`src/bfac_pkg.sv`:
```
// Package with shared types, constants and hash helpers for the bloom filter core.
`default_nettype none
package bfac_pkg;

    localparam logic [63:0] PR1 = 64'h9E3779B185EBCA87;
    localparam logic [63:0] PR2 = 64'hC2B2AE3D27D4EB4F;
    localparam logic [63:0] PR3 = 64'h165667B19E3779F9;
    localparam logic [63:0] PR4 = 64'h85EBCA77C2B2AE63;
    localparam logic [63:0] PR5 = 64'h27D4EB2F165667C5;
    localparam logic [63:0] KEY_LEN = 64'd20;

    localparam logic [0:0] CFG_SIZE_LOG2  = 1'b0;
    localparam logic [0:0] CFG_HASH_COUNT = 1'b1;
    localparam int CFG_IDX_W = 5;

    localparam logic REQ_ADD   = 1'b0;
    localparam logic REQ_CHECK = 1'b1;

    typedef struct packed {
        logic [31:0] key_bytes_16_19;
        logic [63:0] key_bytes_8_15;
        logic [63:0] key_bytes_0_7;
        logic        req_type;
    } bfac_in_t;

    typedef struct packed {
        logic was_check;
        logic maybe_present;
    } bfac_out_t;

    // Hash datapath micro-op selects.
    typedef enum logic [3:0] {
        OP_INIT, OP_L0A, OP_L0B, OP_L0C, OP_MIX0, OP_L1A, OP_L1B, OP_L1C,
        OP_MIX1, OP_W2, OP_MIX2, OP_F1, OP_F2, OP_F3, OP_HOLD
    } bfac_op_t;

    typedef enum logic [3:0] {
        ST_CLEAR, ST_IDLE, ST_START, ST_HASH, ST_RD, ST_RDWAIT, ST_TEST,
        ST_WR, ST_NEXT, ST_OUT
    } bfac_state_t;

    typedef struct packed {
        logic     load_key;
        logic     seed_clr;
        logic     seed_inc;
        bfac_op_t op;
        logic     present_clr;
        logic     present_clr_bit;
    } bfac_cmd_t;

    typedef struct packed {
        logic seed_done;
        logic is_check;
        logic mul_last;
    } bfac_sts_t;

    function automatic logic [63:0] rotl(input logic [63:0] v, input int r);
        return (v << r) | (v >> (64 - r));
    endfunction

    // Ops that run a 64-bit multiply by a constant.
    function automatic logic op_uses_mul(input bfac_op_t op);
        unique case (op)
            OP_L0A, OP_L0B, OP_MIX0, OP_L1A, OP_L1B, OP_MIX1, OP_W2, OP_MIX2,
            OP_F1, OP_F2: return 1'b1;
            default:      return 1'b0;
        endcase
    endfunction

endpackage
`default_nettype wire

```
`src/bfac_ctrl.sv`:
```
// Controller state machine: store clear sweep, hash sequencing, store access, result.
`default_nettype none
module bfac_ctrl #(
    parameter int MAX_SIZE_LOG2 = 20
) (
    input  wire logic                   aclk,
    input  wire logic                   aresetn,
    input  wire logic                   s_valid,
    output logic                        s_ready,
    output logic                        m_valid,
    input  wire logic                   m_ready,
    input  wire bfac_pkg::bfac_sts_t    sts,
    input  wire logic                   rd_bit,
    output bfac_pkg::bfac_cmd_t         cmd,
    output logic                        clr_active,
    output logic [MAX_SIZE_LOG2-1:0]    clr_addr,
    output logic                        st_we
);
    import bfac_pkg::*;

    bfac_state_t state_reg, state_next;
    bfac_op_t    op_reg, op_next;
    logic [MAX_SIZE_LOG2-1:0] clr_reg, clr_next;

    always_ff @(posedge aclk) begin
        if (!aresetn) begin
            state_reg <= ST_CLEAR;
            op_reg    <= OP_INIT;
            clr_reg   <= '0;
        end else begin
            state_reg <= state_next;
            op_reg    <= op_next;
            clr_reg   <= clr_next;
        end
    end

    always_comb begin
        state_next = state_reg;
        op_next    = op_reg;
        clr_next   = clr_reg;
        cmd        = '0;
        cmd.op     = OP_HOLD;
        s_ready    = 1'b0;
        m_valid    = 1'b0;
        st_we      = 1'b0;
        clr_active = 1'b0;
        unique case (state_reg)
            ST_CLEAR: begin
                clr_active = 1'b1;
                st_we      = 1'b1;
                clr_next   = clr_reg + 1'b1;
                if (clr_reg == '1) begin
                    state_next = ST_IDLE;
                end
            end
            ST_IDLE: begin
                s_ready = 1'b1;
                if (s_valid) begin
                    cmd.load_key    = 1'b1;
                    cmd.seed_clr    = 1'b1;
                    cmd.present_clr = 1'b1;
                    state_next      = ST_START;
                end
            end
            ST_START: begin
                if (sts.seed_done) begin
                    state_next = ST_OUT;
                end else begin
                    cmd.op     = OP_INIT;
                    op_next    = OP_L0A;
                    state_next = ST_HASH;
                end
            end
            ST_HASH: begin
                cmd.op = op_reg;
                if (!op_uses_mul(op_reg) || sts.mul_last) begin
                    op_next = bfac_op_t'(op_reg + 1'b1);
                    if (op_reg == OP_F3) begin
                        state_next = ST_RD;
                    end
                end
            end
            ST_RD: begin
                state_next = ST_RDWAIT;
            end
            ST_RDWAIT: begin
                state_next = ST_TEST;
            end
            ST_TEST: begin
                if (sts.is_check) begin
                    if (!rd_bit) begin
                        cmd.present_clr_bit = 1'b1;
                        state_next          = ST_OUT;
                    end else begin
                        state_next = ST_NEXT;
                    end
                end else begin
                    state_next = ST_WR;
                end
            end
            ST_WR: begin
                st_we      = 1'b1;
                state_next = ST_NEXT;
            end
            ST_NEXT: begin
                cmd.seed_inc = 1'b1;
                state_next   = ST_START;
            end
            ST_OUT: begin
                m_valid = 1'b1;
                if (m_ready) begin
                    state_next = ST_IDLE;
                end
            end
            default: state_next = ST_IDLE;
        endcase
    end

    assign clr_addr = clr_reg;

`ifndef SYNTHESIS
    a_no_accept_busy: assert property (@(posedge aclk) disable iff (!aresetn)
        s_ready |-> !m_valid) else $error("ready while result pending");
    a_clear_no_ready: assert property (@(posedge aclk) disable iff (!aresetn)
        clr_active |-> !s_ready) else $error("accept during clear");
    a_out_hold: assert property (@(posedge aclk) disable iff (!aresetn)
        (m_valid && !m_ready) |=> m_valid) else $error("result dropped");
`endif
endmodule
`default_nettype wire

```
`config.mk`:
```
export PLATFORM = sky130hd
export DESIGN_NAME = bfac_ctrl
export DESIGN_NICKNAME = d
export VERILOG_FILES = /design/src/bfac_pkg.sv /design/src/bfac_ctrl.sv
export SDC_FILE = /design/constraint.sdc
export NUM_CORES = 1
export LEC_CHECK = 0
export BUFFER_PORTS_ARGS = -buffer_cell sky130_fd_sc_hd__buf_2
export CORE_ASPECT_RATIO = 0.6
export CORE_UTILIZATION = 50
export CTS_CLUSTER_SIZE = 30
export DETAILED_ROUTE_END_ITERATION = 7
export HOLD_SLACK_MARGIN = 0.05
export PLACE_DENSITY = 0.8
export SETUP_SLACK_MARGIN = 0.1
export SLEW_MARGIN = 10
export SYNTH_ARGS = -nofsm -noshare
export SYNTH_HDL_FRONTEND = slang
export SYNTH_SLANG_ARGS = --single-unit
export TNS_END_PERCENT = 5
```
`constraint.sdc`:
```
create_clock -name aclk -period 2.93 [get_ports aclk]
set_input_delay 0 -clock aclk [delete_from_list [all_inputs] [get_ports aclk]]
set_output_delay 0 -clock aclk [all_outputs]
set_load 0.01 [all_outputs]
```
Yosys cells after proc, flatten, opt, wreduce, memory -nomap -nowiden --
Memory sizes are Yosys's and may differ from the RTL's. A register that Yosys moved wholly into a read port is not among the register bits. Cells that the tools add are included.
Storage, ports and cells: word-level logic and storage cells 59, output and inout bits 33, memories kept 1, flip-flop bits (word level) 28, ROM bits 16, input bits 8
Cells by class: mux-type cells 29, add/subtract/negate cells 2, reduce and logical (&&, ||, !) cells 7, equal/unequal tests 17
Memory list:
- (name not given) | depth 16, bits a word 1, rd ports 1, clocked after Yosys merged registers in 1, wr ports 0, RTL line bfac_pkg.sv:63 | unique case (op)
Operator list (number):
- $mux W4 | 12
- $pmux W4 S10 | 1
- $add A20 B1 Y20 const B | 1
- $eq A20 B20 Y1 const B | 1
- $eq A4 B3 Y1 const B | 4
- $pmux W4 S2 | 2
- $eq A4 B4 Y1 const B | 3
- $mux W1 | 12
- $ne A2 B2 Y1 const B | 6
- $eq A4 B2 Y1 const B | 2
- $reduce_and A5 Y1 | 1
- $add A4 B1 Y4 const B | 1
- $eq A4 B1 Y1 const B | 1
- $logic_not A4 Y1 | 1
- $mux W2 | 2
- $reduce_and A3 Y1 | 1
- $reduce_bool A2 Y1 | 1
- $reduce_or A2 Y1 | 1
- $logic_not A1 Y1 | 1
- $logic_or A1 B1 Y1 | 1

Logic depth before layout (Yosys ltp) --
word-level depth 8, depth in mapped cells 12, depth with buffers taken out 10

Worst setup path before layout --
Ideal clock, no wire load.
path type reg2reg, start point register state_reg[0], end point register (tool-made name), path buffers 2, path slack 531 ps, setup time 136 ps, data required time 2794 ps, arrival 2263 ps, cell stages (with the launch flop) 12, clock period less this slack 2399 ps, path through dfxtp_1 -> buf_6 -> nor2b_2 -> or3_1 -> buf_6 -> a21oi_1 -> o22ai_1 -> and2_1 -> ha_1 -> mux2_2 -> a221oi_1 -> mux2i_1
RTL lines:
- from (decl) | RTL line bfac_ctrl.sv:21 | bfac_state_t state_reg, state_next;
- from (signal assigned) | RTL line bfac_ctrl.sv:31 | state_reg <= state_next;

==> results.sh <==
export IMPL_synth_area_um2=1690
export IMPL_worst_slew_pin_slew_ps=558
export IMPL_num_antenna_cells=0
export IMPL_maxSlewViolCount=0
export IMPL_worst_setup_hold_path_clk_slew_ps=70
export IMPL_cts_resized_gates=0
export IMPL_crit_arrival_ps=2700
export IMPL_hold_path_class="in2reg"
export IMPL_power_w=0.000761
export IMPL_rows=15
export IMPL_post_cts_buffers=0
export IMPL_gr_total_overflow=0
export IMPL_antenna_found_initial=0
export IMPL_path_class="reg2reg"
export IMPL_start_util_pct=55.5
export IMPL_coreArea_um2=3040
export IMPL_final_util_pct=64.9
export IMPL_final_setup_worst_slack_ps=377
export IMPL_crit_fanout=7
export IMPL_grt_util_all_layers_pct=22.3
export IMPL_fmax_ghz=0.392
export IMPL_hold_buffers=0
export IMPL_firstDrtPassIters=4
export IMPL_p_sw_w=0.000186
export IMPL_cts_tree="yes"
export IMPL_rsz0062_at_grt="false"
export IMPL_end_kind="flop"
export IMPL_avgSynthCellArea_um2=8.35
export IMPL_clk_path_buf_depth=2
export IMPL_combPwrFrac_pct=4.1
export IMPL_first_iter_violations=105
export IMPL_synthesis_nets=215
export IMPL_dp_worst_setup_slack_ps=410
export IMPL_cp_required_ps=3080
export IMPL_powerDensity_nw_per_um2=385
export IMPL_areaGrowthSynthToFinish_pct=17.1
export IMPL_dp_hpwl_mm=2.70
export IMPL_largest_register_ffs=20
export IMPL_die_area_um2=3620
export IMPL_drt_wl_total_mm=3.71
export IMPL_p_leak_nw=0.887
export IMPL_synth_top_area_share_pct=34.4
export IMPL_dpl_cell_area_um2=1890
export IMPL_ys_types=45
export IMPL_outcome="finished, final reports clean"
export IMPL_gp_congestion=0.883
export IMPL_drc_errors=0
export IMPL_synth_warning_count=0
export IMPL_mostFrequentLayoutCell="buf_2"
export IMPL_hold_violations=0
export IMPL_fin_nets=253
export IMPL_ir_drop_mv=0.178
export IMPL_intPower_w=0.000574
export IMPL_routed_via_density=5.43
export IMPL_final_cell_mix="buf_2 (40), nor2_1 (29), dfxtp_1 (29), xor2_1 (16), nand2_1 (15)"
export IMPL_grt_max_degree=25
export IMPL_cts_root_buf="clkbuf_8"
export IMPL_period_minus_slack_ps=2550
export IMPL_setup_violations=0
export IMPL_grt_pass1_vias=1331
export IMPL_drive_above_1_share_pct=25.3
export IMPL_tns_ps=0
export IMPL_drv_cap=0
export IMPL_numClockSinks=29
export IMPL_portBuffers=40
export IMPL_yosys_area_top_type="dfxtp_1"
export IMPL_critPathLaunchType="flop"
export IMPL_clock_skew_ps=7.02
export IMPL_cts_htree_levels=2
export IMPL_synthTopCellsByArea="dfxtp_1 (34%), xor2_1 (8.3%), nor2_1 (6.5%), ha_1 (3.7%), nand2_1 (3.3%)"
export IMPL_relSlewSlack_pct=62.5
export IMPL_final_cell_area_um2=1970
export IMPL_ioPinCount=41
export IMPL_clock_power_share_pct=43.0
export IMPL_die_h_um=47.0
export IMPL_yosysSeqAreaShare_pct=34.4
export IMPL_num_vias=1538
export IMPL_ys_ff_latch=29
export IMPL_swShare_pct=24.5
export IMPL_cts_buffers_inserted=5
export IMPL_die_x_um=77.0
export IMPL_ant_nets=0
export IMPL_syn_inst=202
export IMPL_period_share_pct=87.1
export IMPL_wire_per_inst_um=13.1
export IMPL_grt_pass1_wl_mm=6.17
export IMPL_seq_power_share_pct=52.9
export IMPL_insertion_delay_ps=280
## logic make-up (layout without fill, tap and decap cells)
family / Yosys count / count (layout) / share of synthesized area, %
and+or+nand+nor: 91 / 91 / 28.3
AOI/OAI and AO/OA: 35 / 35 / 15.4
DFF: 29 / 29 / 34.4
buffers and inverters: 21 / 60 / 7.05
xor gates and xnor gates: 18 / 18 / 9.35
adders and majority gates: 5 / 5 / 3.71
muxes: 3 / 3 / 1.85
## critical path, cell delays in order, from the launching register on
cell and delay [ps]:
dfxtp_1 310, nand2b_1 230, or3_1 380, a21oi_1 230, o22ai_1 160, and2_1 190
ha_1 280, mux2_2 260, a221oi_1 270, mux2i_1 100
## worst paths after layout
check / from / cells after the start / slack, ps / end
setup / recovery: state_reg[3]$_SDFFE_PN0P_ / 9 / 380 / flop
setup reg to reg: state_reg[3]$_SDFFE_PN0P_ / 9 / 380 / flop
hold / removal: aresetn / 2 / 50 / state_reg[3]$_SDFFE_PN0P_
hold reg to reg: clr_addr[18]$_SDFFE_PN0P_ / 2 / 520 / clr_addr[18]$_SDFFE_PN0P_
## synth_stat cells
cell       count
a21boi_0       1
o41ai_1        1
nor2b_1        1
and3_1         5
xor2_1        16
o211a_1        3
o31ai_1        1
a2111oi_0      1
a41oi_1        2
o21a_1         2
a21boi_2       1
o21ai_0        6
o21bai_1       3
nand2b_1       4
nor2b_2        1
and4bb_2       1
o22ai_1        1
a21oi_2        1
inv_1          6
dfxtp_1       29
nor2_1        29
nand4_1        8
and4_1         2
buf_2          2
buf_4          4
nor4_1         3
a21oi_1        3
buf_1          1
nand3_1        8
nor3_1         4
o2bb2ai_1      1
mux2_2         1
a221oi_1       1
a21o_1         4
buf_6          3
nand3_2        1
nor4_4         1
and2_1         5
a211oi_1       3
or3_1          3
clkbuf_1       5
nand2_1       15
mux2i_1        2
xnor2_1        2
ha_1           5
## area by class of cell
class,instances,area [µm²]
clock buffers,5,68.8
well taps,42,52.6
multi-input cells,152,987
clock inverters,3,17.5
inverters,6,22.5
flip-flops and latches,29,581
fillers,288,1070
repair buffers,46,245
## stage by stage
stage          hold WS [ps]  cells
4_1_cts                50.8    283
6_report               50.0    283
2_1_floorplan          52.9    202
5_1_grt                64.1    283
3_3_place_gp            250    275
3_5_place_dp            262    275
## power groups by stage
stage	clock, W	combinational, W	sequential [W]
2_1_floorplan	0	0.0000159	0.000412
4_1_cts	0.000331	0.0000312	0.000402
6_report	0.000327	0.0000311	0.000402
5_1_grt	0.000352	0.0000350	0.000403
3_5_place_dp	0	0.0000313	0.000411
3_3_place_gp	0	0.0000306	0.000411
## metal layers
layer | wire, µm | global-route usage (%) | vias up
met5 | 0 | 0 | -
met4 | 17 | 7.17 | 0
met3 | 203 | 5.44 | 4
met2 | 1500 | 33.8 | 38
met1 | 1990 | 31.6 | 717
li1 | - | - | 779
(Power assumes the default switching activity.)
