$ cat config.mk
export PLATFORM = sky130hd
export DESIGN_NAME = bfac_ram
export DESIGN_NICKNAME = d
export VERILOG_FILES = /design/src/bfac_ram.sv
export SDC_FILE = /design/constraint.sdc
export NUM_CORES = 1
export LEC_CHECK = 0
export BUFFER_PORTS_ARGS = -buffer_cell sky130_fd_sc_hd__buf_4
export CAP_MARGIN = 10
export CORE_MARGIN = 4
export CORE_UTILIZATION = 50
export CTS_CLUSTER_SIZE = 20
export DETAILED_ROUTE_END_ITERATION = 16
export PLACE_DENSITY = 0.77
export SLEW_MARGIN = 20
export SYNTH_ARGS = -nofsm -noshare
export SYNTH_HDL_FRONTEND = slang
export SYNTH_SLANG_ARGS = --single-unit
$ cat constraint.sdc
create_clock -name aclk -period 1.6 [get_ports aclk]
set_input_delay 0.24 -clock aclk [delete_from_list [all_inputs] [get_ports aclk]]
set_output_delay 0.24 -clock aclk [all_outputs]
set_load 0.02 [all_outputs]
$ cat src/bfac_ram.sv
// Generic single-port RAM with registered read.
`default_nettype none
module bfac_ram #(
    parameter int WIDTH = 1,
    parameter int DEPTH = 16
) (
    input  wire logic                     aclk,
    input  wire logic                     we,
    input  wire logic [$clog2(DEPTH)-1:0] addr,
    input  wire logic [WIDTH-1:0]         wdata,
    output logic      [WIDTH-1:0]         rdata
);
    logic [WIDTH-1:0] mem [DEPTH];

    always_ff @(posedge aclk) begin
        if (we) begin
            mem[addr] <= wdata;
        end
        rdata <= mem[addr];
    end
endmodule
`default_nettype wire

# [Yosys cells after proc, flatten, opt, wreduce, memory -nomap -nowiden]
# Memory sizes are Yosys's and may differ from the RTL's. A register that Yosys moved wholly into a read port is not among the register bits.
# Cells that the tools add are included.
# Widths: inputs -> output; s select.
[word_totals] input_bits=7 mem_count=1 wordCells=3 mem_bits_rw=16 regBits=0
[mem_list] memory="mem" words=16 width=1 rd=1 rd_ports_with_merged_regs=1 wr=1 line_no="13" text="logic [WIDTH-1:0] mem [DEPTH];"
[op_classes] n_mux=2
[op_table] cell="$mux 1" count=2

# [Longest topological paths before layout]
# Gate-level depths: netlist (run 1).
[logic_depth] word_depth=2 depth_mapped=4 ltp_nobuf=3

# [Worst setup path before layout (run 1)]
# No wires, ideal clock.
[synth_path] path_type="input-to-reg" from="input port addr[0]" to="register rdata (read register of mem)" setup_time_ps=122 slack_ps=407 path_stages=4 arrival_time_ps=1072 path_cell_list="buf_6 -> mux4_1 -> mux2i_1 -> mux2i_1"
[synth_rtl] element="start: declaration" line_no="9" text="input wire logic [$clog2(DEPTH)-1:0] addr,"
[synth_rtl] element="end: declaration" line_no="11" text="output logic [WIDTH-1:0] rdata"

==> impl_metrics.yaml, run 1 <==
power:
  ir_worst_vdd_mv: 0.609
  p_per_area_nw_per_um2: 936
  p_leak_nw: 0.295
routing:
  wire_per_inst_um: 16.8
  via_per_inst: 5.95
  drtIter0Drc: 7
  vias: 434
  dr.pass1.iters: 4
  ant_nets: 0
  drc: 0
  wirelength_um: 1220
final_layout:
  drive_above_1_share: 0.190
  syn2layout_area_growth_pct: 10.7
  final_common_cell: "edfxtp_1"
  n_antenna_cell: 0
  final_cell_mix: "edfxtp_1, nor2_1, buf_4"
  fin_nets: 66
  n_fill_cell: 118
yosys:
  synth_area_per_cell_sq_um: 15.6
  yosysWarningCount: 0
  syn-num-nets: 56
  yosysTopAreaCell: "edfxtp_1"
  synthTopCellsByArea: "edfxtp_1, mux4_1, nor2_1, mux2i_1, dfxtp_1"
  yosysTopAreaCellShare: 0.630
  synthDistinctLibCells: 14
  ys_ff_latch: 17
  synthCells: 49
  seq_area_frac_synth: 0.656
  syn-cell-area_sq_um: 763
critical_path:
  cp.buffers_inverters: 0
  critPathLaunchType: "flop"
  crit_family: "multiplexers"
  arrival_ps: 1400
  path_class: "flop to flop"
  worstPathRequired_ps: 1770
  worstSetupStartpoint: "mem[10]"
  rrSetupSlack_ps: 370
  cp_slowest_stage_delay_ps: 520
  cpMostUsedCell: "mux2i_1"
  path_max_fanout: 1
  cp-end-kind: "flop"
  cp_slowest_cell: "mux4_1"
  path_cells: "mux4_1, mux2i_1, mux2i_1"
  r2r-end: "rdata"
  rr_startpoint: "mem[10]"
  ff2ff_path_depth: 3
timing:
  fin_crit_ps: 1230
  worst_pin_slew_ps: 186
  rsz0062_at_grt: "no"
  setup_viol: 0
  fin_setup_tns_ps: 0
  slew_viol_final: 0
  fin_crit_sh: 0.766
  finClkSkew_ps: 2.37
  fmax_ghz: 0.816
  final_hold_viol_count: 0
  max_slew_margin: 0.875
  worst_slack_ps: 375
clock_tree:
  clk_latency_ps: 280
  clk_pin_slew_ps: 90
  cts_max_level: 1
  cts.sinks: 17
  cts_hold_repair.buffers: 0
  cts_setup_buffers: 0
  cts_max_path_buffers: 2
  cts.repair.resized: 0
  numCtsBuffers: 3
  cts_tree: "done"
  root_buffer: "clkbuf_4"
floorplanning:
  row_count: 13
  start_util: 0.559
  dieWidth_um: 47.1
  core-area_sq_um: 1370
  dieHeight_um: 47.1
  pin_count: 8
  die_area_sq_um: 2220
place:
  place_ws_ps: 237
  gp_congestion: 0.710
  portBuffers: 7
min_path:
  whs_path_depth: 2
  min-delay-start: "addr[2]"
  worstHoldEndpoint: "rdata"
  min_path_type: "input pin to flop"
grt:
  overflow: 0
  grt_pass1_vias: 440
  grt_usage: 0.138
  grt_max_degree: 17
  antenna_found_initial: 0
  grt_pass1_wl_um: 2040
flow_run:
  cap_violations: 0
status:
  status: "complete, no violations"
where the power goes:
part	switching (W)	internal [W]	leakage, nW
Combinational	0.0000405	0.0000336	0.127
Clock	0.000121	0.0000966	0.0150
Sequential	0.00000203	0.000497	0.153
Total	0.000164	0.000627	0.295
per-stage QoR:
stage	instance area, sq um	hold slack [ps]	std cells	total power [W]	util
floorplan	763	339	49	0.000552	-
global placement	818	465	69	0.000582	0.599
detailed placement	818	482	69	0.000584	0.599
CTS	845	178	73	0.000799	0.618
global route	845	173	73	0.000833	0.618
finish	845	183	73	0.000791	0.618
registers in the layout, summed over array words and instances, names as in the netlist:
signal,flops
mem,16
rdata,1
layer usage:
layer,track usage,up-vias,routed length [um]
li1,-,207,-
met1,0.192,215,553
met2,0.206,10,580
met3,0.0307,2,76
met4,0.0663,0,12
met5,0,-,0
cell type report:
cell class / count / area, sq um / area share
Timing Repair Buffer: 7 / 52.6 / 0.0622
Sequential cell: 17 / 500 / 0.593
Clock buffer: 4 / 26.3 / 0.0311
Tap cell: 15 / 18.8 / 0.0222
Multi-Input combinational cell: 30 / 246 / 0.292
synth_stat cells (all sizes together):
master / number
or3b: 1
nand3: 1
mux2i: 3
buf: 2
nor3: 4
dfxtp: 1
nor2: 12
nand3b: 2
or2b: 1
nand2b: 1
nand2: 1
edfxtp: 16
mux4: 4
worst max-delay path by stage:
stage / end / slack [ps] / cells after the start
2_1_floorplan: rdata / 410 / 4
3_3_place_gp: rdata / 260 / 4
3_5_place_dp: rdata / 240 / 4
4_1_cts: rdata / 370 / 3
5_1_grt: rdata / 300 / 3
6_report: rdata / 370 / 3
cell families (layout without fill, tap and decap cells):
logic type	count (synthesis)	in the layout	synth area share
buffers and inverters	2	11	0.0213
flip-flops	17	17	0.656
multiplexers	7	7	0.177
AND/OR/NAND/NOR	23	23	0.146
No activity file was read; power rests on OpenSTA's default activity.
==> run 2: changes to the inputs <==
Settings changed: ABC_AREA set to 1.
Clock period 1.6 ns to 1.2 ns, I/O delays scaled along.
==> run 2 against run 1 <==
Against the previous run:
- synthesized cell count is 94% higher
- first-iteration DRC count rose to 4.3 times the previous value
- sequential share of layout area fell by 3.2 points
- sequential cell count stayed put
- area after synthesis rose by 5.6%
- cell count is 66% higher
- critical path depth is 2 lower
==> impl_metrics.yaml, run 2 <==
status:
  status: "complete, no violations"
clock_tree:
  cts.sinks: 17
  clk_pin_slew_ps: 90
  root_buffer: "clkbuf_4"
  cts_hold_repair.buffers: 0
  cts_max_level: 1
  numCtsBuffers: 3
  cts_max_path_buffers: 2
  cts.repair.resized: 0
  cts_tree: "done"
  clk_latency_ps: 290
  cts_setup_buffers: 0
yosys:
  synthTopCellsByArea: "edfxtp_1, nand2_1, nor2_1, inv_1, dfxtp_1"
  syn-num-nets: 102
  synthDistinctLibCells: 8
  yosysMostFrequentCell: "nand2_1"
  synth_top_flop_cell: "edfxtp_1"
  synthCells: 95
  yosysTopAreaCell: "edfxtp_1"
  yosysWarningCount: 0
  seq_area_frac_synth: 0.621
  ys_ff_latch: 17
  ys_async_sr_fraction: 0
  synth_area_per_cell_sq_um: 8.48
  synth_edf_count: 16
  yosysTopAreaCellShare: 0.596
  syn-cell-area_sq_um: 806
  synth_common_cells: "nand2_1, nor2_1, edfxtp_1, inv_1, nand3_1"
critical_path:
  ff2ff_path_depth: 8
  path_cells: "buf_4"
  arrival_ps: 740
  rrSetupSlack_ps: 310
  cp_slowest_stage_delay_ps: 310
  cp.depth: 1
  path_max_fanout: 1
  worstPathRequired_ps: 1020
  critPathLaunchType: "flop"
  cp_slowest_cell: "dfxtp_1"
  worstSetupStartpoint: "rdata"
  rr_startpoint: "mem[7]"
  path_class: "flop to output port"
  crit_family: "flip-flops"
  cp-end-kind: "output port"
  cp.buffers_inverters: 1
final_layout:
  fin_nets: 113
  final_cell_mix: "nand2_1, nor2_1, edfxtp_1"
  final_common_cell: "nand2_1"
  regMostFlops: "mem"
  top_regs: "mem: 16 flops, rdata: 1 flops"
  n_fill_cell: 134
  multiInputGateArea_sq_um: 256
  n_antenna_cell: 0
  syn2layout_area_growth_pct: 10.9
  largest_reg_flops: 16
  register_area_sq_um: 500
  design_area_sq_um: 893
  drive_above_1_share: 0.105
power:
  ir_worst_vdd_mv: 0.713
  p_per_area_nw_per_um2: 1210
  p_leak_nw: 0.403
place:
  portBuffers: 7
  dp_hpwl_um: 1100
  placed_area_sq_um: 867
  gp_congestion: 0.855
routing:
  wirelength_um: 1450
  drc: 0
  dr.pass1.iters: 4
  drtIter0Drc: 30
  ant_nets: 0
  vias: 600
  wire_per_inst_um: 12.0
  via_per_inst: 4.96
timing:
  rsz0062_at_grt: "no"
  fin_crit_ps: 922
  max_slew_margin: 0.860
  fin_setup_tns_ps: 0
  slew_viol_final: 0
  setup_viol: 0
  fin_crit_sh: 0.769
  finClkSkew_ps: 2.95
  fmax_ghz: 1.08
  worst_pin_slew_ps: 209
  final_hold_viol_count: 0
grt:
  grt_pass1_wl_um: 2300
  overflow: 0
  grt_usage: 0.152
  grt_max_degree: 17
  antenna_found_initial: 0
  grt_pass1_vias: 513
floorplanning:
  row_count: 14
  dieHeight_um: 48.1
  pin_count: 8
  die_area_sq_um: 2320
  start_util: 0.535
  core-area_sq_um: 1510
  dieWidth_um: 48.1
min_path:
  whs_path_depth: 1
  min-delay-start: "wdata"
  min_path_type: "input pin to flop"
flow_run:
  cap_violations: 0
## run 2: cell families after synthesis
family,share of synthesized area
flip-flops,0.621
AND/OR/NAND/NOR,0.318
buffers and inverters,0.0606
## run 2: power by group
part,internal (W),switching (W)
clock network,0.000129,0.000169
registers,0.000663,0.00000389
logic,0.0000392,0.0000738
total,0.000831,0.000246
## run 2: path summary, 6_finish.rpt
kind,to
max,rdata
min,mem[15]
max reg2reg,rdata
min reg2reg,rdata
## run 2: layout make-up
cell class	instances	share of cell area
Sequential cell	17	0.560
Multi-Input combinational cell	67	0.287
Timing Repair Buffer	7	0.0588
Inverter	10	0.0420
Clock buffer	4	0.0294
Tap cell	16	0.0224
## run 2: metal layers
metal,GRT usage,vias to the layer above,share of wire
li1,-,316,-
met2,0.224,13,0.46
met5,0,-,0
met1,0.210,269,0.47
met3,0.0332,2,0.050
met4,0.0806,0,0.013
## run 2: stage by stage
step           total power, W  hold slack [ps]  instances  setup WS, ps  utilization
6_report              0.00108              191        121           278        0.593
5_1_grt               0.00113              187        121           201        0.593
4_1_cts               0.00109              188        121           265        0.593
3_5_place_dp         0.000794              493        117           133        0.576
3_3_place_gp         0.000791              478        117           138        0.576
2_1_floorplan        0.000747              279         95           368            -
==> run 3: changes to the inputs <==
Settings changed: CORE_UTILIZATION 50 to 49, PLACE_DENSITY 0.77 to 0.79.
Clock period 1.2 ns to 0.8 ns, I/O delays scaled along.
==> run 3 against run 2 <==
Against the previous run:
- the flow now finishes with violations (negative setup slack)
- die area rose by 1.7%
- critical path depth rose by 7
- core utilization increased by 4.0 points
- cell count increased by 7.4%
- register-to-register slack got worse by 400 ps
- clock power up 53%
- global-route usage about the same
- non-clock buffer count increased by 9
==> impl_metrics.yaml, run 3 (synthesis gave the netlist of run 2 again) <==
timing:
  setup_viol: 2
  slew_viol_final: 0
  final_hold_viol_count: 0
  worst_pin_slew_ps: 209
  hold_slack_ps: 123
  max_slew_margin: 0.860
  fmax_ghz: 1.12
  worst_slack_ps: -94.1
  fin_crit_ps: 894
  finClkSkew_ps: 4.27
  rsz0062_at_grt: "yes"
  fin_crit_sh: 1.12
floorplanning:
  dieHeight_um: 48.6
  die_area_sq_um: 2360
  core-area_sq_um: 1520
  dieWidth_um: 48.6
  row_count: 14
  start_util: 0.529
  pin_count: 8
clock_tree:
  root_buffer: "clkbuf_4"
  cts_max_path_buffers: 2
  cts_max_level: 1
  cts_tree: "done"
  cts.sinks: 17
  cts_hold_repair.buffers: 0
  clk_latency_ps: 290
  numCtsBuffers: 3
  clk_pin_slew_ps: 100
final_layout:
  multiInputGateArea_sq_um: 256
  syn2layout_area_growth_pct: 19.7
  largest_reg_flops: 16
  top_regs: "mem: 16 flops, rdata: 1 flops"
  register_area_sq_um: 500
  n_antenna_cell: 0
  final_util: 0.633
  regMostFlops: "mem"
  drive_above_1_share: 0.175
  fin_nets: 122
  final_common_cell: "nand2_1"
  n_fill_cell: 126
  final_cell_mix: "nand2_1, nor2_1, edfxtp_1"
critical_path:
  cp-end-kind: "flop"
  ff2ff_path_depth: 8
  path_class: "flop to flop"
  arrival_ps: 1090
  path_max_fanout: 1
  critPathLaunchType: "flop"
  worstPathRequired_ps: 1000
routing:
  via_per_inst: 4.92
  dr.pass1.iters: 4
  vias: 640
  wirelength_um: 1530
  drtIter0Drc: 28
  wire_per_inst_um: 11.7
  ant_nets: 0
  drc: 0
min_path:
  whs_path_depth: 1
  min_path_type: "input pin to flop"
place:
  dp_hpwl_um: 1150
  place_ws_ps: -163
  portBuffers: 7
  gp_congestion: 0.801
power:
  p_leak_nw: 0.448
  ir_worst_vdd_mv: 1.30
  p_per_area_nw_per_um2: 1730
status:
  status: "complete, but fails checks"
  failed_checks: "negative setup slack"
grt:
  grt_max_degree: 17
  overflow: 0
  grt_pass1_wl_um: 2720
  grt_usage: 0.153
  antenna_found_initial: 0
  grt_pass1_vias: 656
flow_run:
  cap_violations: 0
==> run 3: cell count changes in the layout (fill, tap and decap cells not counted), sizes merged <==
cell | previous run | this run
buf | 7 | 16
==> run 3: per-layer routing <==
metal  track usage  part of all wire
met5             0                 0
met4        0.0987             0.024
met3        0.0613             0.053
met2         0.230              0.47
met1         0.177              0.45
==> run 3: worst max-delay path: stages (launching register included) <==
cell,delay (ps)
edfxtp_1,400
nand2_1,80
nand2_1,50
nand2_1,50
nand2_1,40
nand2_1,50
nand2_1,50
inv_1,40
nand2_1,40
==> run 3: report_power, final <==
group | switching, W | internal [W] | total, W
clock network | 0.000263 | 0.000194 | 0.000457
registers | 0.00000617 | 0.000994 | 0.00100
logic | 0.000119 | 0.0000902 | 0.000210
total | 0.000389 | 0.00128 | 0.00167
==> run 3: final timing paths <==
| check | from | end | slack (ps) |
|---|---|---|---|
| worst min register to register | mem[4] | rdata | 710 |
| worst min-delay path | wdata | mem[6] | 120 |
| worst max register to register | mem[0] | rdata | -90 |
| worst max-delay path | mem[0] | rdata | -90 |
==> run 3: timing repair <==
action,in CTS,in global routing
setup endpoints to repair,2,2
resized for setup,1,0
pin swaps,1,0
buffers inserted,0,0
==> run 3: layout make-up <==
class | instances | area share
sequential | 17 | 0.519
multi-input combinational | 67 | 0.266
timing repair buffer | 16 | 0.128
inverter | 10 | 0.0389
clock buffer | 4 | 0.0272
tap | 16 | 0.0208
==> run 3: metrics by stage <==
step                      power (W)  instance area (sq um)  cells  TNS [ps]
after floorplan             0.00112                    806     95         0
after global placement      0.00122                    935    126     -1900
after detailed placement    0.00122                    935    126     -2080
after CTS                   0.00166                    965    130      -166
after global routing        0.00175                    965    130      -334
final                       0.00167                    965    130      -153
