[src/bfac_pkg.sv]
// Package with shared types, constants and hash helpers for the bloom filter core.
`default_nettype none
package bfac_pkg;

    localparam logic [63:0] PR1 = 64'h9E3779B185EBCA87;
    localparam logic [63:0] PR2 = 64'hC2B2AE3D27D4EB4F;
    localparam logic [63:0] PR3 = 64'h165667B19E3779F9;
    localparam logic [63:0] PR4 = 64'h85EBCA77C2B2AE63;
    localparam logic [63:0] PR5 = 64'h27D4EB2F165667C5;
    localparam logic [63:0] KEY_LEN = 64'd20;

    localparam logic [0:0] CFG_SIZE_LOG2  = 1'b0;
    localparam logic [0:0] CFG_HASH_COUNT = 1'b1;
    localparam int CFG_IDX_W = 5;

    localparam logic REQ_ADD   = 1'b0;
    localparam logic REQ_CHECK = 1'b1;

    typedef struct packed {
        logic [31:0] key_bytes_16_19;
        logic [63:0] key_bytes_8_15;
        logic [63:0] key_bytes_0_7;
        logic        req_type;
    } bfac_in_t;

    typedef struct packed {
        logic was_check;
        logic maybe_present;
    } bfac_out_t;

    // Hash datapath micro-op selects.
    typedef enum logic [3:0] {
        OP_INIT, OP_L0A, OP_L0B, OP_L0C, OP_MIX0, OP_L1A, OP_L1B, OP_L1C,
        OP_MIX1, OP_W2, OP_MIX2, OP_F1, OP_F2, OP_F3, OP_HOLD
    } bfac_op_t;

    typedef enum logic [3:0] {
        ST_CLEAR, ST_IDLE, ST_START, ST_HASH, ST_RD, ST_RDWAIT, ST_TEST,
        ST_WR, ST_NEXT, ST_OUT
    } bfac_state_t;

    typedef struct packed {
        logic     load_key;
        logic     seed_clr;
        logic     seed_inc;
        bfac_op_t op;
        logic     present_clr;
        logic     present_clr_bit;
    } bfac_cmd_t;

    typedef struct packed {
        logic seed_done;
        logic is_check;
        logic mul_last;
    } bfac_sts_t;

    function automatic logic [63:0] rotl(input logic [63:0] v, input int r);
        return (v << r) | (v >> (64 - r));
    endfunction

    // Ops that run a 64-bit multiply by a constant.
    function automatic logic op_uses_mul(input bfac_op_t op);
        unique case (op)
            OP_L0A, OP_L0B, OP_MIX0, OP_L1A, OP_L1B, OP_MIX1, OP_W2, OP_MIX2,
            OP_F1, OP_F2: return 1'b1;
            default:      return 1'b0;
        endcase
    endfunction

endpackage
`default_nettype wire

[src/bfac_datapath.sv]
// Hash datapath: key hold, seed counter, XXH64 steps on a shared multiplier, result flag.
`default_nettype none
module bfac_datapath #(
    parameter int MAX_SIZE_LOG2 = 20,
    parameter int SEED_W = 7
) (
    input  wire logic                    aclk,
    input  wire logic                    aresetn,
    input  wire bfac_pkg::bfac_in_t      in_item,
    input  wire bfac_pkg::bfac_cmd_t     cmd,
    input  wire logic [SEED_W-1:0]       seed_limit,
    input  wire logic [4:0]              size_lg,
    output bfac_pkg::bfac_sts_t          sts,
    output logic [MAX_SIZE_LOG2-1:0]     cell_addr,
    output logic                         present
);
    import bfac_pkg::*;

    logic [63:0] w0_reg, w1_reg, w2_reg;
    logic        chk_reg;
    logic [SEED_W-1:0] seed_reg;
    logic [63:0] h_reg, h_next, a_reg, a_next;
    logic        present_reg;
    logic [MAX_SIZE_LOG2-1:0] mask;
    logic [1:0]  mph_reg;
    logic [63:0] prod_reg;
    logic [31:0] cross_reg;
    logic        mul_op, op_done;
    logic [63:0] mul_x, mul_c;
    logic [31:0] mul_a, mul_b;
    logic [63:0] mul_p, mul_full;

    always_ff @(posedge aclk) begin
        if (cmd.load_key) begin
            w0_reg  <= in_item.key_bytes_0_7;
            w1_reg  <= in_item.key_bytes_8_15;
            w2_reg  <= {32'd0, in_item.key_bytes_16_19};
            chk_reg <= in_item.req_type;
        end
        h_reg <= h_next;
        a_reg <= a_next;
        unique case (mph_reg)
            2'd0:    prod_reg  <= mul_p;
            2'd1:    cross_reg <= mul_p[31:0];
            2'd2:    cross_reg <= cross_reg + mul_p[31:0];
            default: cross_reg <= cross_reg;
        endcase
    end

    always_ff @(posedge aclk) begin
        if (!aresetn) begin
            seed_reg    <= '0;
            present_reg <= 1'b0;
            mph_reg     <= '0;
        end else begin
            if (cmd.seed_clr) begin
                seed_reg <= '0;
            end else if (cmd.seed_inc) begin
                seed_reg <= seed_reg + 1'b1;
            end
            if (cmd.present_clr) begin
                present_reg <= 1'b1;
            end else if (cmd.present_clr_bit) begin
                present_reg <= 1'b0;
            end
            if (mul_op && !op_done) begin
                mph_reg <= mph_reg + 1'b1;
            end else begin
                mph_reg <= '0;
            end
        end
    end

    // Operand and constant of the multiply that the current op needs.
    always_comb begin
        mul_x = '0;
        mul_c = '0;
        unique case (cmd.op)
            OP_L0A: begin
                mul_x = w0_reg;
                mul_c = PR2;
            end
            OP_L1A: begin
                mul_x = w1_reg;
                mul_c = PR2;
            end
            OP_L0B, OP_L1B: begin
                mul_x = rotl(a_reg, 31);
                mul_c = PR1;
            end
            OP_MIX0, OP_MIX1: begin
                mul_x = rotl(h_reg, 27);
                mul_c = PR1;
            end
            OP_W2: begin
                mul_x = w2_reg;
                mul_c = PR1;
            end
            OP_MIX2: begin
                mul_x = rotl(h_reg, 23);
                mul_c = PR2;
            end
            OP_F1: begin
                mul_x = h_reg ^ (h_reg >> 33);
                mul_c = PR2;
            end
            OP_F2: begin
                mul_x = h_reg ^ (h_reg >> 29);
                mul_c = PR3;
            end
            default: begin
                mul_x = '0;
                mul_c = '0;
            end
        endcase
    end

    // The low 64 bits of a 64x64 product come from three 32x32 products on
    // one multiplier: low*low, then the two cross terms, summed in a
    // register and added to the registered low product.
    always_comb begin
        unique case (mph_reg)
            2'd0: begin
                mul_a = mul_x[31:0];
                mul_b = mul_c[31:0];
            end
            2'd1: begin
                mul_a = mul_x[31:0];
                mul_b = mul_c[63:32];
            end
            default: begin
                mul_a = mul_x[63:32];
                mul_b = mul_c[31:0];
            end
        endcase
    end

    assign mul_p    = mul_a * mul_b;
    assign mul_full = prod_reg + {cross_reg, 32'd0};
    assign mul_op   = op_uses_mul(cmd.op);
    assign op_done  = !mul_op || (mph_reg == 2'd3);

    always_comb begin
        h_next = h_reg;
        a_next = a_reg;
        unique case (cmd.op)
            OP_INIT: h_next = {{(64-SEED_W){1'b0}}, seed_reg} + PR5 + KEY_LEN;
            OP_L0A, OP_L0B, OP_L1A, OP_L1B: begin
                if (op_done) begin
                    a_next = mul_full;
                end
            end
            OP_L0C, OP_L1C: h_next = h_reg ^ a_reg;
            OP_MIX0, OP_MIX1: begin
                if (op_done) begin
                    h_next = mul_full + PR4;
                end
            end
            OP_W2: begin
                if (op_done) begin
                    h_next = h_reg ^ mul_full;
                end
            end
            OP_MIX2: begin
                if (op_done) begin
                    h_next = mul_full + PR3;
                end
            end
            OP_F1, OP_F2: begin
                if (op_done) begin
                    h_next = mul_full;
                end
            end
            OP_F3:   h_next = h_reg ^ (h_reg >> 32);
            default: begin
                h_next = h_reg;
                a_next = a_reg;
            end
        endcase
    end

    always_comb begin
        for (int i = 0; i < MAX_SIZE_LOG2; i++) begin
            mask[i] = (5'(i) < size_lg);
        end
    end

    assign cell_addr     = h_reg[MAX_SIZE_LOG2-1:0] & mask;
    assign present       = present_reg;
    assign sts.seed_done = (seed_reg >= seed_limit);
    assign sts.is_check  = chk_reg;
    assign sts.mul_last  = (mph_reg == 2'd3);
endmodule
`default_nettype wire

[config.mk]
export PLATFORM = sky130hd
export DESIGN_NAME = bfac_datapath
export DESIGN_NICKNAME = d
export VERILOG_FILES = /design/src/bfac_pkg.sv /design/src/bfac_datapath.sv
export SDC_FILE = /design/constraint.sdc
export NUM_CORES = 2
export LEC_CHECK = 0
export CAP_MARGIN = 0
export CORE_ASPECT_RATIO = 1.1
export CORE_MARGIN = 2
export CORE_UTILIZATION = 39
export CTS_CLUSTER_DIAMETER = 150
export DETAILED_ROUTE_END_ITERATION = 6
export DONT_BUFFER_PORTS = 1
export PLACE_DENSITY = 0.5
export SYNTH_ARGS = -nofsm -noshare
export SYNTH_HDL_FRONTEND = slang
export SYNTH_SLANG_ARGS = --single-unit
[constraint.sdc]
create_clock -name aclk -period 12.5 [get_ports aclk]
set_input_delay 0.625 -clock aclk [delete_from_list [all_inputs] [get_ports aclk]]
set_output_delay 0.625 -clock aclk [all_outputs]
set_load 0.005 [all_outputs]
# Yosys cells after proc, flatten, opt, wreduce, memory -nomap -nowiden
# Memories as Yosys holds them, arrays and structs flattened.
# Index checks and enable logic that the tools add are counted.
# totals
regBits	395
latch_bits	0
ramBits	0
mem_bits_ro	16
inputBits	184
out_inout_bits	24
wordCells	105
n_memories	1
# op_classes
addsub	8
n_mul	1
n_div	0
magnitude_cmp	21
eq_ne	20
shift	0
mux	12
bitwise_logic	10
n_reduce_logical	21
# mem_list
memory	words	width	rd	rd_ports_with_merged_regs	wr	line	text
(no name shown)	16	1	1	0	0	bfac_pkg.sv:63	unique case (op)
# op_table
cell	n
$pmux W64 S8	1
$pmux W64 S7	1
$mux W64	4
$pmux W64 S3	1
$xor A64 B64 Y64	2
$add A63 B5 Y64 const B	1
$add A64 B61 Y64 const B	1
$add A64 B64 Y64	1
$add A64 B64 Y64 const B	1
$mul A32 B32 Y64	1
$mux W32	2
$or A64 B23 Y64	1
$or A64 B27 Y64	1
$or A64 B31 Y64	1
$pmux W32 S2	1
$xor A64 B31 Y64	1
$xor A64 B32 Y64	1
$xor A64 B35 Y64	1
$add A7 B62 Y63 const B	1
$lt A4 B5 Y1 const A	8
$add A32 B32 Y32	1
$eq A4 B4 Y1 const B	6
$and A20 B20 Y20	1
$lt A3 B5 Y1 const A	4
26 further kinds	49

# Longest topological paths before layout
# logic_depth
depth_word	7
depth_mapped	53
depth_no_buf	47

# Worst setup path after synthesis
# No wires, ideal clock.
# synth_path
kind	flip-flop to flip-flop
from	register mph_reg[0]
to	register cross_reg[24], data pin
setup_ns	0.260
arrival_ns	10.988
required_time_ns	12.240
path_slack_ns	1.252
stages_incl_launch_ff	47
path_buffers	3
synth_period_minus_slack_ns	11.248
cell_sequence	dfxtp_1 inv_1 ha_1 or2_2 clkbuf_1 clkbuf_1 a221oi_1 nand3_1 nand2_1 a41o_1 inv_1 clkbuf_1 nand2_1 fa_1 fa_1 fa_1 inv_1 fa_1 [... 11 more ...] a21o_1 a21oi_1 o21bai_1 a21oi_1 xnor2_1 ha_1 a21o_1 a21o_1 a21oi_1 nand2b_1 a41o_1 a21oi_1 nor2b_1 o21a_1 o311a_1 nor2_1 xnor2_1 mux2_2
# synth_between
elab_chain_len	6
elab_cells_between_ends	9
cone_classes	add/sub: 1; mul: 1; eq/ne: 2; mux: 3; reduce/logical: 2
# synth_lines
element	line	text
start, declared	bfac_datapath.sv:25	logic [1:0] mph_reg;
start signal, assigned	bfac_datapath.sv:67	mph_reg <= mph_reg + 1'b1;
$eq A2 B1 Y1 or $logic_not A2 Y1 (tied branches)	bfac_datapath.sv:122	unique case (mph_reg)
$reduce_or A2 Y1 (no source line)	-	
$mux W32	bfac_datapath.sv:122	
$mul A32 B32 Y64 *	bfac_datapath.sv:138	assign mul_p = mul_a * mul_b;
via mul_p[15]	bfac_datapath.sv:31	logic [63:0] mul_p, mul_full;
$add A32 B32 Y32 *	bfac_datapath.sv:45	2'd2: cross_reg <= cross_reg + mul_p[31:0];
$pmux W32 S2 *	bfac_datapath.sv:42	unique case (mph_reg)
end signal, assigned	bfac_datapath.sv:44	2'd1: cross_reg <= mul_p[31:0];
end signal, assigned	bfac_datapath.sv:45	
end signal, assigned	bfac_datapath.sv:46	default: cross_reg <= cross_reg;
end, declared	bfac_datapath.sv:27	logic [31:0] cross_reg;
# Mark *: on every way through the listed nets, which the timed path passes. The rest lies on a longest branch.
# A chain may end at the register's enable or synchronous reset.

# Final worst setup path
# layout_path
from	input cmd[2] in the netlist's numbering
to	register prod_reg[63], data pin
# layout_between
elab_chain_len	5
elab_cells_between_ends	19
cone_classes	mul: 1; eq/ne: 10; mux: 4; reduce/logical: 4
# layout_lines
element	line	text
start, declared	bfac_datapath.sv:10	input wire bfac_pkg::bfac_cmd_t cmd,
$eq A4 B4 Y1 (tied with other cells)	bfac_datapath.sv:78	unique case (cmd.op)
$reduce_or A5 Y1 (no source line) (tied with other cells)	-	
$pmux W64 S3 or $pmux W64 S8 (tied branches)	bfac_datapath.sv:78	
$mux W32	bfac_datapath.sv:122	
$mul A32 B32 Y64 *	bfac_datapath.sv:138	
via mul_p[63]	bfac_datapath.sv:31	
end signal, assigned	bfac_datapath.sv:43	2'd0: prod_reg <= mul_p;
end, declared	bfac_datapath.sv:26	logic [63:0] prod_reg;
# Marks and branches as above.

==> qor.csv <==
stage;metric;value;unit
synthesis;mapped cell area;56400;um2
routing;Residual DRC;6;
synthesis;yosys warns;0;
routing;wl on met1;95.9;mm
setup_path;Worst path max stage delay;1.13;ns
routing;routed length on met3;22.1;mm
synthesis;Yosys reg bits;395;
timing;final hold vios;0;
min_path;Hold Path Class;in2reg;
synthesis;Syn Area/Cell;9.74;um2
floorplan;die area;148000;um2
clock_tree;number of sinks on the clock net;395;
synthesis;ys async rst share;0;
synthesis;Seq/Total Area, Yosys;0.209;
clock_tree;worst-case clock buffer depth;3;
setup_path;Req. time, crit path;12.87;ns
clock_tree;hold buffer count at cts;0;
routing;Top Layer Used;met5;
synthesis;Mapped Cells;5788;
routing;DRT Pass-1 Iters;7;
timing;Clock Skew;0.0223;ns
timing;clock period minus worst slack;11.90;ns
placed_design;post-DP HPWL;213;mm
synthesis;Synth Flop Type;edfxtp_1;
setup_path;Worst Setup Start Kind;primary input;
synthesis;number of flops mapped to enable cells by yosys;385;
setup_path;Critical Path AT;12.28;ns
timing;final setup fails;0;
timing;Max Fclk;84.0;MHz
floorplan;Rows;146;
final_layout;layout cell share with drive strength beyond 1;0.0651;
synthesis;Synth area leaders;fa_1 32%, edfxtp_1 21%, ha_1 8.1%;
setup_path;Setup CP Type;in2reg;
synthesis;post-synth top area share;0.319;
floorplan;Core ar.;144000;um2
clock_tree;CTS H-tree depth;2;
synthesis;syn_nets;7236;
outcome;failing checks;design-rule violations;
timing;relative slew slack;0.0704;
routing;routed vias;46346;
global_route;grt ovf;0;
outcome;status;finished with violations;
floorplan;chip height;403;um
final_layout;commonest non-fill, non-tap cell in the layout;inv_1;
setup_path;CP Capture Type;flop;
clock_tree;TritonCTS clock tree;built;
global_route;initial antenna violation count;15;
clock_tree;postcts setup bufs;0;
floorplan;die width;367;um
synthesis;largest area contributor in the netlist;fa_1;
routing;vias per cell;6.10;
final_layout;fin nets;7080;
synthesis;Cell variety after synth;96;
clock_tree;Worst-Skew Late Latency;0.62;ns
clock_tree;clock root buffer;clkbuf_16;
global_route;global-route wire length before repair;365;mm
global_route;GRT Total Usage;0.351;
floorplan;initial core utilization;0.392;
clock_tree;total CTS buffers;43;
run;maxcap violations;0;
setup_path;Slowest cell on crit path;nor3_1;
final_layout;# fillers;14227;
global_route;largest net degree at the start of global routing;162;
timing;Slew Limit Fails;0;
routing;WL/cell;34.6;um
placed_design;RePlAce Congestion;1.03;
timing;RSZ-0062 raised after global routing;no;
routing;detailed-routed wire length on met2;121;mm
floorplan;I/O pin count;208;
clock_tree;post-CTS resize count;0;
clock_tree;Clk pin slew, worst setup/hold paths;0.07;ns
routing;DR iter-0 viols;5796;
final_layout;most frequent cells in the layout;965 x inv_1, 898 x fa_1, 565 x nand2_1;
routing;final WL;262;mm
setup_path;crit-path max FO;25;
setup_path;Top cell by count, worst path;fa_1;
timing;crit share post-route;0.952;
timing;Sum Neg Setup Slack;0;ns
placed_design;PortBufs;0;
final_layout;Synth-to-Final Area Change;7.02;%
global_route;number of global-route vias before repair;46790;
routing;ANT nets after route;0;
timing;worst slew pin tran;1.38;ns
## final cells by class
cell class / instances / area [um2] / share of cell area
multi-input cells: 4046 / 39800 / 0.659
flip-flops and latches: 395 / 11800 / 0.195
inverters: 973 / 3650 / 0.0605
well taps: 1924 / 2410 / 0.0399
repair buffers: 173 / 1320 / 0.0219
clock buffers: 43 / 1080 / 0.0178
clock inverters: 36 / 360 / 0.00597
diodes: 4 / 10.0 / 0.000166
## final timing paths
path | start | end | slack, ns | cells past startpoint
hold / removal | in_item[14] | w0_reg[13] | 0.1 | 0
setup / recovery | cmd[2] | prod_reg[63] | 0.60 | 35
setup reg to reg | mph_reg[1] | prod_reg[63] | 0.79 | 41
hold reg to reg | seed_reg[6] | seed_reg[6] | 0.56 | 2
## cell families (layout without fill, tap and decap cells)
group,count (synthesis),count (layout),share of synthesized area
xor gates and xnor gates,203,203,0.0317
muxes,36,36,0.00690
adders and majority gates,1265,1265,0.400
AOI/OAI and AO/OA,1267,1267,0.163
and+or+nand+nor,1275,1275,0.0996
DFF,395,395,0.209
buffers and inverters,1347,1225,0.0905
other,0,4,0
## cell usage after synthesis (all sizes together) (17+ instances only)
library cell / count
inv: 969
fa: 898
nand2: 568
edfxtp: 385
ha: 366
nor2: 344
clkbuf: 304
o21ai: 235
a21oi: 221
a221o: 112
xnor2: 110
a21o: 104
a221oi: 96
a22oi: 96
xor2: 93
nand3: 90
o221ai: 81
buf: 70
nor3: 49
o21a: 41
and2: 40
a31oi: 36
nand2b: 33
nor2b: 29
and3: 28
nand4: 27
a211oi: 25
mux2: 23
o211ai: 20
o21bai: 20
a222oi: 19
o22ai: 17
## critical path, delay by kind of cell
| family | cells | cell delay [ns] |
|---|---|---|
| compound gates | 9 | 3.56 |
| xor+xnor | 1 | 0.13 |
| fa+ha+maj | 10 | 4.74 |
| buf+inv | 8 | 1.05 |
| simple gates | 7 | 2.15 |
## per-stage QoR
stage	cells	util	instance area, um2	hold slack, ns	setup WS (ns)
floorplan	5788	-	56400	0.424	1.25
global placement	7511	0.410	58900	0.543	0.168
detailed placement	7511	0.410	58900	0.556	0.135
CTS	7590	0.420	60300	0.0744	0.793
global route	7591	0.420	60300	0.0889	0.293
finish	7594	0.420	60300	0.0966	0.598
## routing by layer
layer  GRT usage  vias to the layer above
met1       0.426                    23528
met2       0.569                     2760
met4       0.243                       16
met5           0                        -
li1            -                    19304
met3      0.0617                      738
Power is left out: the tool's default activity adds up to more than one toggle a clock period on the data nets, which glitch-free logic cannot reach.
